==> src/hw/rtl/bsl_pkg.sv <==
// ----------------------------------------------------------------------------
// bsl_pkg
// Types, constants and operation codes of the bounded sequence list.
// ----------------------------------------------------------------------------
package bsl_pkg;

	localparam int DEPTH   = 16;
	localparam int IDX_W   = $clog2(DEPTH);
	localparam int CNT_W   = $clog2(DEPTH + 1);
	localparam int VAL_W   = 32;
	localparam int POS_W   = 8;
	localparam int OP_W    = 3;
	localparam int CMP_W   = ((CNT_W > POS_W) ? CNT_W : POS_W) + 1;
	localparam int IN_W    = VAL_W + POS_W;
	localparam int IN_TW   = ((IN_W + 7) / 8) * 8;
	localparam int OUT_W   = CNT_W + 1 + 1 + VAL_W + 1;
	localparam int OUT_TW  = ((OUT_W + 7) / 8) * 8;

	typedef enum logic [OP_W-1:0] {
		OP_PUSH_BACK  = 3'd0,
		OP_PUSH_FRONT = 3'd1,
		OP_POP_FRONT  = 3'd2,
		OP_POP_BACK   = 3'd3,
		OP_INSERT     = 3'd4,
		OP_READ       = 3'd5
	} op_t;

	// Command broadcast to every cell of the chain
	typedef struct packed {
		logic             ins_en;
		logic [IDX_W-1:0] ins_idx;
		logic             pop_en;
		logic             rd_en;
		logic [IDX_W-1:0] rd_idx;
	} cell_cmd_t;

endpackage

==> src/hw/rtl/bsl_cell.sv <==
// ----------------------------------------------------------------------------
// bsl_cell
// One list slot: holds a value, takes a neighbor's value on a shift, loads
// the new value on an insert at its own place, and offers its value on a read.
// ----------------------------------------------------------------------------
module bsl_cell (
	input  logic                                    clk,
	input  bsl_pkg::cell_cmd_t                      cmd,
	input  logic [bsl_pkg::IDX_W-1:0]               my_idx,
	input  logic signed [bsl_pkg::VAL_W-1:0]        new_value,
	input  logic signed [bsl_pkg::VAL_W-1:0]        left_data,
	input  logic signed [bsl_pkg::VAL_W-1:0]        right_data,
	output logic signed [bsl_pkg::VAL_W-1:0]        data,
	output logic signed [bsl_pkg::VAL_W-1:0]        rd_data
);
	import bsl_pkg::*;

	logic signed [VAL_W-1:0] data_q;
	logic signed [VAL_W-1:0] data_d;

	// Pick the next slot value from the broadcast command
	always_comb begin
		data_d = data_q;
		if (cmd.ins_en) begin
			if (my_idx > cmd.ins_idx) begin
				data_d = left_data;
			end else if (my_idx == cmd.ins_idx) begin
				data_d = new_value;
			end
		end else if (cmd.pop_en) begin
			data_d = right_data;
		end
	end

	// Hold the slot value
	always_ff @(posedge clk) begin
		data_q <= data_d;
	end

	assign data    = data_q;
	assign rd_data = (cmd.rd_en && (my_idx == cmd.rd_idx)) ? data_q : '0;

endmodule

==> src/hw/rtl/bsl_chain.sv <==
// ----------------------------------------------------------------------------
// bsl_chain
// Row of list cells, each linked to its neighbors, with the read taps merged.
// ----------------------------------------------------------------------------
module bsl_chain (
	input  logic                                clk,
	input  bsl_pkg::cell_cmd_t                  cmd,
	input  logic signed [bsl_pkg::VAL_W-1:0]    new_value,
	output logic signed [bsl_pkg::VAL_W-1:0]    rd_data
);
	import bsl_pkg::*;

	logic signed [VAL_W-1:0] cell_data [DEPTH];
	logic signed [VAL_W-1:0] cell_rd   [DEPTH];

	for (genvar i = 0; i < DEPTH; i++) begin : g_cell
		logic signed [VAL_W-1:0] left_d;
		logic signed [VAL_W-1:0] right_d;

		// Wire the neighbors; ends fall back to the new value or own data
		if (i == 0) begin : g_first
			assign left_d = new_value;
		end else begin : g_mid_l
			assign left_d = cell_data[i-1];
		end
		if (i == DEPTH - 1) begin : g_last
			assign right_d = cell_data[i];
		end else begin : g_mid_r
			assign right_d = cell_data[i+1];
		end

		bsl_cell u_cell (
			.clk        (clk),
			.cmd        (cmd),
			.my_idx     (IDX_W'(i)),
			.new_value  (new_value),
			.left_data  (left_d),
			.right_data (right_d),
			.data       (cell_data[i]),
			.rd_data    (cell_rd[i])
		);
	end

	// Merge the read taps; at most one cell is selected
	always_comb begin
		rd_data = '0;
		for (int i = 0; i < DEPTH; i++) begin
			rd_data = rd_data | cell_rd[i];
		end
	end

endmodule

==> src/hw/rtl/bounded_sequence_list.sv <==
// A result item appears in the cycle after its input item is accepted.
// Throughput: one item per cycle while the receiver takes results; every cell shifts or holds in the same cycle.
// The output register frees the input side whenever the result is taken.
// Reset (arst_n low) clears the count and the output valid at once; the
// slots are not cleared and are only read below the count.
// ----------------------------------------------------------------------------
// bounded_sequence_list
// Double-ended list with positional insert and read, built as a cell chain.
// ----------------------------------------------------------------------------
module bounded_sequence_list (
	input  logic                            clk,
	input  logic                            arst_n,
	input  logic                            s_tvalid,
	output logic                            s_tready,
	// tdata: item_value[31:0], position[39:32]
	input  logic [bsl_pkg::IN_TW-1:0]       s_tdata,
	// tuser: operation[2:0]
	input  logic [bsl_pkg::OP_W-1:0]        s_tuser,
	output logic                            m_tvalid,
	input  logic                            m_tready,
	// tdata: entry_count[4:0], is_empty[5], dropped_full[6],
	//        read_value[38:7], read_valid[39]
	output logic [bsl_pkg::OUT_TW-1:0]      m_tdata
);
	import bsl_pkg::*;

	logic                    accept;
	logic [CNT_W-1:0]        count_q;
	logic [CNT_W-1:0]        count_d;
	logic signed [VAL_W-1:0] item_value;
	logic signed [POS_W-1:0] position;
	logic signed [CMP_W-1:0] pos_ext;
	logic signed [CMP_W-1:0] cnt_ext;
	logic                    full;
	logic                    empty;
	logic                    dropped;
	logic                    rd_ok;
	cell_cmd_t               cmd;
	logic signed [VAL_W-1:0] rd_data;

	logic                    m_tvalid_q;
	logic [CNT_W-1:0]        cnt_out_q;
	logic                    empty_out_q;
	logic                    drop_out_q;
	logic signed [VAL_W-1:0] rval_out_q;
	logic                    rvalid_out_q;

	assign item_value = s_tdata[VAL_W-1:0];
	assign position   = s_tdata[VAL_W+POS_W-1:VAL_W];
	assign s_tready   = !m_tvalid_q || m_tready;
	assign accept     = s_tvalid && s_tready;

	assign pos_ext = CMP_W'(position);
	assign cnt_ext = $signed(CMP_W'(count_q));
	assign full    = (count_q == CNT_W'(DEPTH));
	assign empty   = (count_q == '0);

	// Decode the operation into a cell command and the next count
	always_comb begin
		cmd         = '0;
		cmd.rd_idx  = IDX_W'($unsigned(position));
		count_d     = count_q;
		dropped     = 1'b0;
		rd_ok       = 1'b0;
		unique case (s_tuser)
			OP_PUSH_BACK, OP_PUSH_FRONT, OP_INSERT: begin
				if (full) begin
					dropped = 1'b1;
				end else begin
					cmd.ins_en = accept;
					count_d    = count_q + CNT_W'(1);
					if (s_tuser == OP_PUSH_BACK) begin
						cmd.ins_idx = IDX_W'(count_q);
					end else if (s_tuser == OP_PUSH_FRONT || pos_ext <= 0) begin
						cmd.ins_idx = '0;
					end else if (pos_ext >= cnt_ext) begin
						cmd.ins_idx = IDX_W'(count_q);
					end else begin
						cmd.ins_idx = IDX_W'($unsigned(position));
					end
				end
			end
			OP_POP_FRONT: begin
				if (!empty) begin
					cmd.pop_en = accept;
					count_d    = count_q - CNT_W'(1);
				end
			end
			OP_POP_BACK: begin
				if (!empty) begin
					count_d = count_q - CNT_W'(1);
				end
			end
			OP_READ: begin
				rd_ok     = (pos_ext >= 0) && (pos_ext < cnt_ext);
				cmd.rd_en = rd_ok;
			end
			default: begin
			end
		endcase
	end

	bsl_chain u_chain (
		.clk       (clk),
		.cmd       (cmd),
		.new_value (item_value),
		.rd_data   (rd_data)
	);

	// Load the next count and set the output valid on each accepted item
	always_ff @(posedge clk or negedge arst_n) begin
		if (!arst_n) begin
			count_q    <= '0;
			m_tvalid_q <= 1'b0;
		end else begin
			if (accept) begin
				count_q    <= count_d;
				m_tvalid_q <= 1'b1;
			end else if (m_tready) begin
				m_tvalid_q <= 1'b0;
			end
		end
	end

	// Capture the result item
	always_ff @(posedge clk) begin
		if (accept) begin
			cnt_out_q    <= count_d;
			empty_out_q  <= (count_d == '0);
			drop_out_q   <= dropped;
			rval_out_q   <= rd_data;
			rvalid_out_q <= rd_ok;
		end
	end

	assign m_tvalid = m_tvalid_q;
	assign m_tdata  = OUT_TW'({rvalid_out_q, rval_out_q, drop_out_q, empty_out_q, cnt_out_q});

endmodule

==> config.mk <==
export PLATFORM = sky130hd
export DESIGN_NAME = bounded_sequence_list
export DESIGN_NICKNAME = d
export VERILOG_FILES = /design/src/hw/rtl/bsl_pkg.sv /design/src/hw/rtl/bsl_cell.sv /design/src/hw/rtl/bsl_chain.sv /design/src/hw/rtl/bounded_sequence_list.sv
export SDC_FILE = /design/constraint.sdc
export NUM_CORES = 1
export LEC_CHECK = 0
export BUFFER_PORTS_ARGS = -buffer_cell sky130_fd_sc_hd__buf_2
export CAP_MARGIN = 20
export CORE_MARGIN = 2
export CORE_UTILIZATION = 61
export DETAILED_ROUTE_END_ITERATION = 12
export GPL_TIMING_DRIVEN = 0
export PLACE_DENSITY = 0.89
export SYNTH_ARGS = -nofsm -noshare
export SYNTH_HDL_FRONTEND = slang
export SYNTH_HIERARCHICAL = 1
export SYNTH_SLANG_ARGS = --single-unit
export TNS_END_PERCENT = 50
==> constraint.sdc <==
create_clock -name clk -period 6.7 [get_ports clk]
set_clock_uncertainty 0.05 [all_clocks]
set_input_delay 0.335 -clock clk [delete_from_list [all_inputs] [get_ports clk]]
set_output_delay 0.335 -clock clk [all_outputs]
set_load 0.01 [all_outputs]
# Word-level counts from Yosys, hierarchy flattened
# Index checks and enable logic that the tools add are counted.
op_classes:
  n_eq_ne: 51
  div_mod_pow: 0
  mul: 0
  shifts: 0
  muxes: 92
  magnitude_cmp: 20
  reduce_logical: 47
  n_addsub: 2
  n_bitwise: 15
op_table:
  columns: ["op", "n"]
  rows:
  - ["32-bit 2-to-1 mux", 78]
  - ["32-bit bitwise OR", 15]
  - ["4-bit == test (first input constant)", 16]
  - ["3-bit by 1-bit inequality test with 1-bit output (second input constant)", 15]
  - ["3-bit by 4-bit == test with 1-bit output (first input constant)", 8]
  - ["4-bit greater-than comparator (first input constant)", 8]
  - ["2-bit AND reduction", 16]
  - ["5-bit 2-to-1 mux", 4]
  - ["1-bit logical AND", 18]
  - ["2-bit by 4-bit == test with 1-bit output (first input constant)", 4]
  - ["3-bit by 4-bit greater-than comparator with 1-bit output (first input constant)", 4]
  - ["4-bit 2-to-1 mux", 3]
  - ["5-bit logical NOT", 2]
  - ["5-bit one-hot mux with 2 select lines", 1]
  - ["1-bit by 4-bit == test with 1-bit output (first input constant)", 2]
  - ["8-bit by 1-bit greater-or-equal comparator with 1-bit output (second input constant)", 1]
  - ["8-bit by 6-bit greater-or-equal comparator with 1-bit output", 1]
  - ["1-bit by 4-bit greater-than comparator with 1-bit output (first input constant)", 2]
  - ["2-bit by 4-bit greater-than comparator with 1-bit output (first input constant)", 2]
  - ["8-bit by 1-bit less-or-equal comparator with 1-bit output (second input constant)", 1]
  - ["4-bit logical NOT", 2]
  - ["8-bit by 6-bit < comparator with 1-bit output", 1]
  - ["3-bit by 2-bit == test with 1-bit output (second input constant)", 2]
  - ["3-bit == test (second input constant)", 2]
  - ["11 further kinds", 19]
word_totals:
  wordCells: 250
  mem_count: 0
  register_bits: 558
  ram_bits: 0
  latchBits: 0
  mem_bits_ro: 0

# Longest topological paths before layout
logic_depth:
  ltp_word: 20
  depth_mapped: 16
  ltp_nobuf: 13

# Modules after synthesis
# Netlist, hierarchy kept.
by_module_without_submodules:
  columns: ["mod", "area_per_inst_um2", "instances", "cells_each"]
  rows:
  - ["bsl_cell at u_chain.g_cell[12].u_cell ...", 2737.6, 13, 311]
  - ["bsl_cell at u_chain.g_cell[0].u_cell ...", 2742.6, 3, 311]
  - ["bounded_sequence_list", 2064.5, 1, 145]
  - ["bsl_chain", 1008.5, 1, 162]

# Worst setup path before layout
# No wires, ideal clock.
synth_path:
  kind: "register -> register"
  from: "register count_q[0]"
  to: "register u_chain.g_cell[0].u_cell.data_q[0] (enable)"
  n_path_buf: 2
  arrival_time_ps: 4966
  path_slack_ps: 1290
  required_ps: 6256
  path_stages_with_launch: 8
  period_less_slack_ps: 5410
  cell_sequence: "dfrtp_1 -> inv_1 -> ha_1 -> a31o_4 -> nor2_1 -> buf_2 -> clkbuf_1 -> o32a_1"
synth_lines:
  columns: ["element", "line_no", "rtl"]
  rows:
  - ["start: declaration", "bounded_sequence_list.sv:28", "logic [CNT_W-1:0] count_q;"]
  - ["start signal: assignment", "bounded_sequence_list.sv:117", "count_q <= count_d;"]
  - ["end signal: assignment", "bsl_cell.sv:37", "data_q <= data_d;"]
  - ["end: declaration", "bsl_cell.sv:18", "logic signed [VAL_W-1:0] data_q;"]

==> impl_metrics.tcl <==
set metrics [dict create \
    critical-path-max-stage-delay_ns 0.96 \
    cp_cell_sequence "inv_1 > ha_1 > a31o_4 > or4_4 > nor3b_4 > a22o_1 > inv_1 > ha_1 > and4_4 > buf_6 > clkbuf_1 > o32a_2" \
    worst_setup_path_start_kind "register" \
    core_box_area_sq_um 76080 \
    avgRoutedWirePerCell_um 25.79 \
    ys_ff_latch 558 \
    netlist_instances 5283 \
    tritoncts.num_buffers 69 \
    ys_top_cells_by_area "sky130_fd_sc_hd__edfxtp_1 35%, sky130_fd_sc_hd__o311a_1 11%, sky130_fd_sc_hd__a311oi_1 9.6%" \
    timing.final.crit_period_ns 5.681 \
    r2r_end "u_chain/g_cell[3].u_cell/data[1]$_DFFE_PP_" \
    synth.cell_area_sq_um 46890 \
    start_util 0.6164 \
    floorplan.die_area_sq_um 79100 \
    root_buffer "sky130_fd_sc_hd__clkbuf_16" \
    cell_area_power_density_nw_per_um2 238.0 \
    async_flop_share 0.01075 \
    place.port_buffers 87 \
    area_growth_pct 10.12 \
    setup_violations 0 \
    synth.largest_area_cell "sky130_fd_sc_hd__edfxtp_1" \
    cts_sinks 558 \
    fillerInstances 6197 \
    min_path_type "input port to register" \
    timing.final.max_slew_violations 0 \
    yosysMostFrequentCell "sky130_fd_sc_hd__inv_1" \
    clk_latency_ns 0.64 \
    grt_first_pass_wirelength_um 258400 \
    timing.max_cap.violations 0 \
    cts.repair_timing.setup_buffer_count 0 \
    initialDrtViolationCount 7082 \
    die_height_um 281.3 \
    io-pin-count 89 \
    yosysWarningCount 6 \
    placement.setup.worst_slack_ns 1.200 \
    detail_route.vias_per_cell 7.018 \
    synth-main-ff-cell "sky130_fd_sc_hd__edfxtp_1" \
    critPathArrivalTime_ns 5.87 \
    power.ir.vdd_worst_mv 0.2087 \
    via_count_of_the_first_global_routing_pass 44430 \
    fp.dieW_um 281.3 \
    number_of_antenna_violations_at_the_first_check_in_global_routing 3 \
    clk_path_buf_depth 3 \
    crit-reg2reg-launch "count_q[0]$_DFFE_PN0P_" \
    hold_viol_final 0 \
    max_slew.worst_pin.slew_ns 1.282 \
    drt-pass1-iter-count 8 \
    grt_use_total 0.4225 \
    worst_setup_path_endpoint "u_chain/g_cell[3].u_cell/data[1]$_DFFE_PP_" \
    worst_hold_slack_ns 0.1701 \
    slew_headroom 0.1378 \
    timing.setup.critical_path_class "register to register" \
    crit_path_start "count_q[0]$_DFFE_PN0P_" \
    layout-drive-gt1-share 0.09515 \
    globalRouteOverflowTotal 0 \
    reg2reg_setup_slack_ns 1.02 \
    worst-r2r-cell-count 12 \
    cts_tree "done" \
    path_clk_slew_ns 0.06 \
    finalWirelength_um 172200 \
    grt_setup_unrepaired "false" \
    critical_path.max_fanout 32 \
    nNetsFinal 5707 \
    floorplan.rows 101 \
    dp.final_hpwl_um 134100 \
    crit_path_top_delay_cell "sky130_fd_sc_hd__a22o_1" \
    grt_max_degree 40 \
    route.detailed.drc 0 \
    fmax_mhz 176.0 \
    netlist.area_leader.share 0.3535 \
    antenna_violating_nets_post_route 0 \
    cts_resized 0 \
    synth-edff-count 552 \
    yosys-top-cells-count "586 x sky130_fd_sc_hd__inv_1, 552 x sky130_fd_sc_hd__edfxtp_1, 515 x sky130_fd_sc_hd__nor2_1, 515 x sky130_fd_sc_hd__nor3_1, 514 x sky130_fd_sc_hd__or3_1" \
    crit_required_ns 6.89 \
    fin_crit_sh 0.8479 \
    timing.critical_path.to_type "register" \
    number_of_distinct_library_cell_variants_in_the_gate_level_netlist_after_synthesis 52 \
    vias 46840 \
    gp_routability_congestion 0.9731 \
    cts_max_level 3 \
    power_leakage_nw 19.68 \
    post_synth.cell_area_avg_sq_um 8.876 \
    run_status "completed" \
    sequential_area_share_after_synthesis 0.3567 \
    layout_setup_ws_ns 1.019 \
]
## logic make-up after synthesis
logic type               count (synthesis)  synth area share
other                                    2         0.0001602
AND/OR/NAND/NOR                       2358            0.2783
XOR/XNOR                                68           0.01270
multiplexers                             4         0.0009605
flip-flops                             558            0.3567
AO/OA/AOI/OAI                         1117            0.2240
adder cells (fa/ha/maj)                 72           0.01921
buffers and inverters                 1104            0.1079
## metal layers
metal	routed length (um)	global-route usage	up-vias
met2	79220	0.6897	3445
li1	-	-	20810
met1	60890	0.5108	22010
met5	10	0	-
met3	19380	0.07075	578
met4	12660	0.2921	2
## state kept, by name, summed over array words and instances, names as in the netlist
name,flops
u_chain/g_cell.u_cell/data,512
rval_out_q,32
cnt_out_q,5
count_q,5
drop_out_q,1
empty_out_q,1
m_tvalid,1
rvalid_out_q,1
## cell usage in the layout (no fill, tap or decap), types with 98 or more instances in the layout
cell                       netlist  layout
sky130_fd_sc_hd__edfxtp_1      552     552
sky130_fd_sc_hd__and2_1        512     512
sky130_fd_sc_hd__buf_6          97      98
sky130_fd_sc_hd__buf_2         141     235
sky130_fd_sc_hd__a311oi_1      512     512
sky130_fd_sc_hd__o311a_1       512     512
sky130_fd_sc_hd__conb_1          2     128
sky130_fd_sc_hd__or3_1         514     514
sky130_fd_sc_hd__inv_1         586     585
sky130_fd_sc_hd__nor2_1        515     514
sky130_fd_sc_hd__nor3_1        515     514
sky130_fd_sc_hd__clkbuf_1      276     285
sky130_fd_sc_hd__nor4_1        130     130
## cell type report
class,instances,area [sq um],share of cell area
Tap cell,1030,1289,0.02496
Inverter,586,2200,0.04260
Multi-Input combinational cell,3747,25610,0.4960
Clock buffer,83,1863,0.03608
Timing Repair Buffer,108,634.4,0.01229
Antenna cell,1,2.502,0.00004846
Clock inverter,44,451.7,0.008747
Sequential cell,558,16730,0.3239
Buffer,518,2860,0.05539
## what timing repair did
action	CTS	global route
endpoints found under the hold margin	7	0
endpoints found under the setup margin	0	0
hold buffers	5	0
## how the worst min path moves through the flow
| stage | slack, ns | startpoint | end | depth (start not counted) |
|---|---|---|---|---|
| floorplan | -0.01 | arst_n | count_q[0]$_DFFE_PN0P_ | 0 |
| global placement | 0.11 | arst_n | m_tvalid$_DFFE_PN0P_ | 1 |
| detailed placement | 0.12 | arst_n | count_q[4]$_DFFE_PN0P_ | 1 |
| CTS | 0.15 | s_tuser[1] | drop_out_q$_SDFFCE_PN0P_ | 3 |
| global route | 0.20 | s_tuser[2] | cnt_out_q[1]$_DFFE_PP_ | 3 |
| finish | 0.17 | s_tuser[1] | drop_out_q$_SDFFCE_PN0P_ | 3 |
## critical path, delay by kind of cell, from the launching register on
kind            cells  cell delay [ns]
compound gates      3             2.10
fa+ha+maj           2             0.63
buf+inv             4             0.88
flops               1             0.48
simple gates        3             1.09
## per-stage QoR
stage	utilization	area, sq um	total power (W)	std cells	setup TNS, ns
6_report	0.6787	51640	0.01229	6675	0
4_1_cts	0.6777	51560	0.01210	6662	0
3_3_place_gp	0.6452	49090	0.008084	6526	-1832.24
3_5_place_dp	0.6466	49190	0.008212	6530	0
2_1_floorplan	-	47360	0.007080	5409	0
5_1_grt	0.6787	51640	0.01266	6675	0
## where the power goes
group,total (W),switching (W),internal (W)
clock,0.00394,0.00162,0.00233
sequential,0.00469,0.000366,0.00433
combinational,0.00365,0.00234,0.00132
total,0.0123,0.00432,0.00797
(Power assumes the default switching activity.)
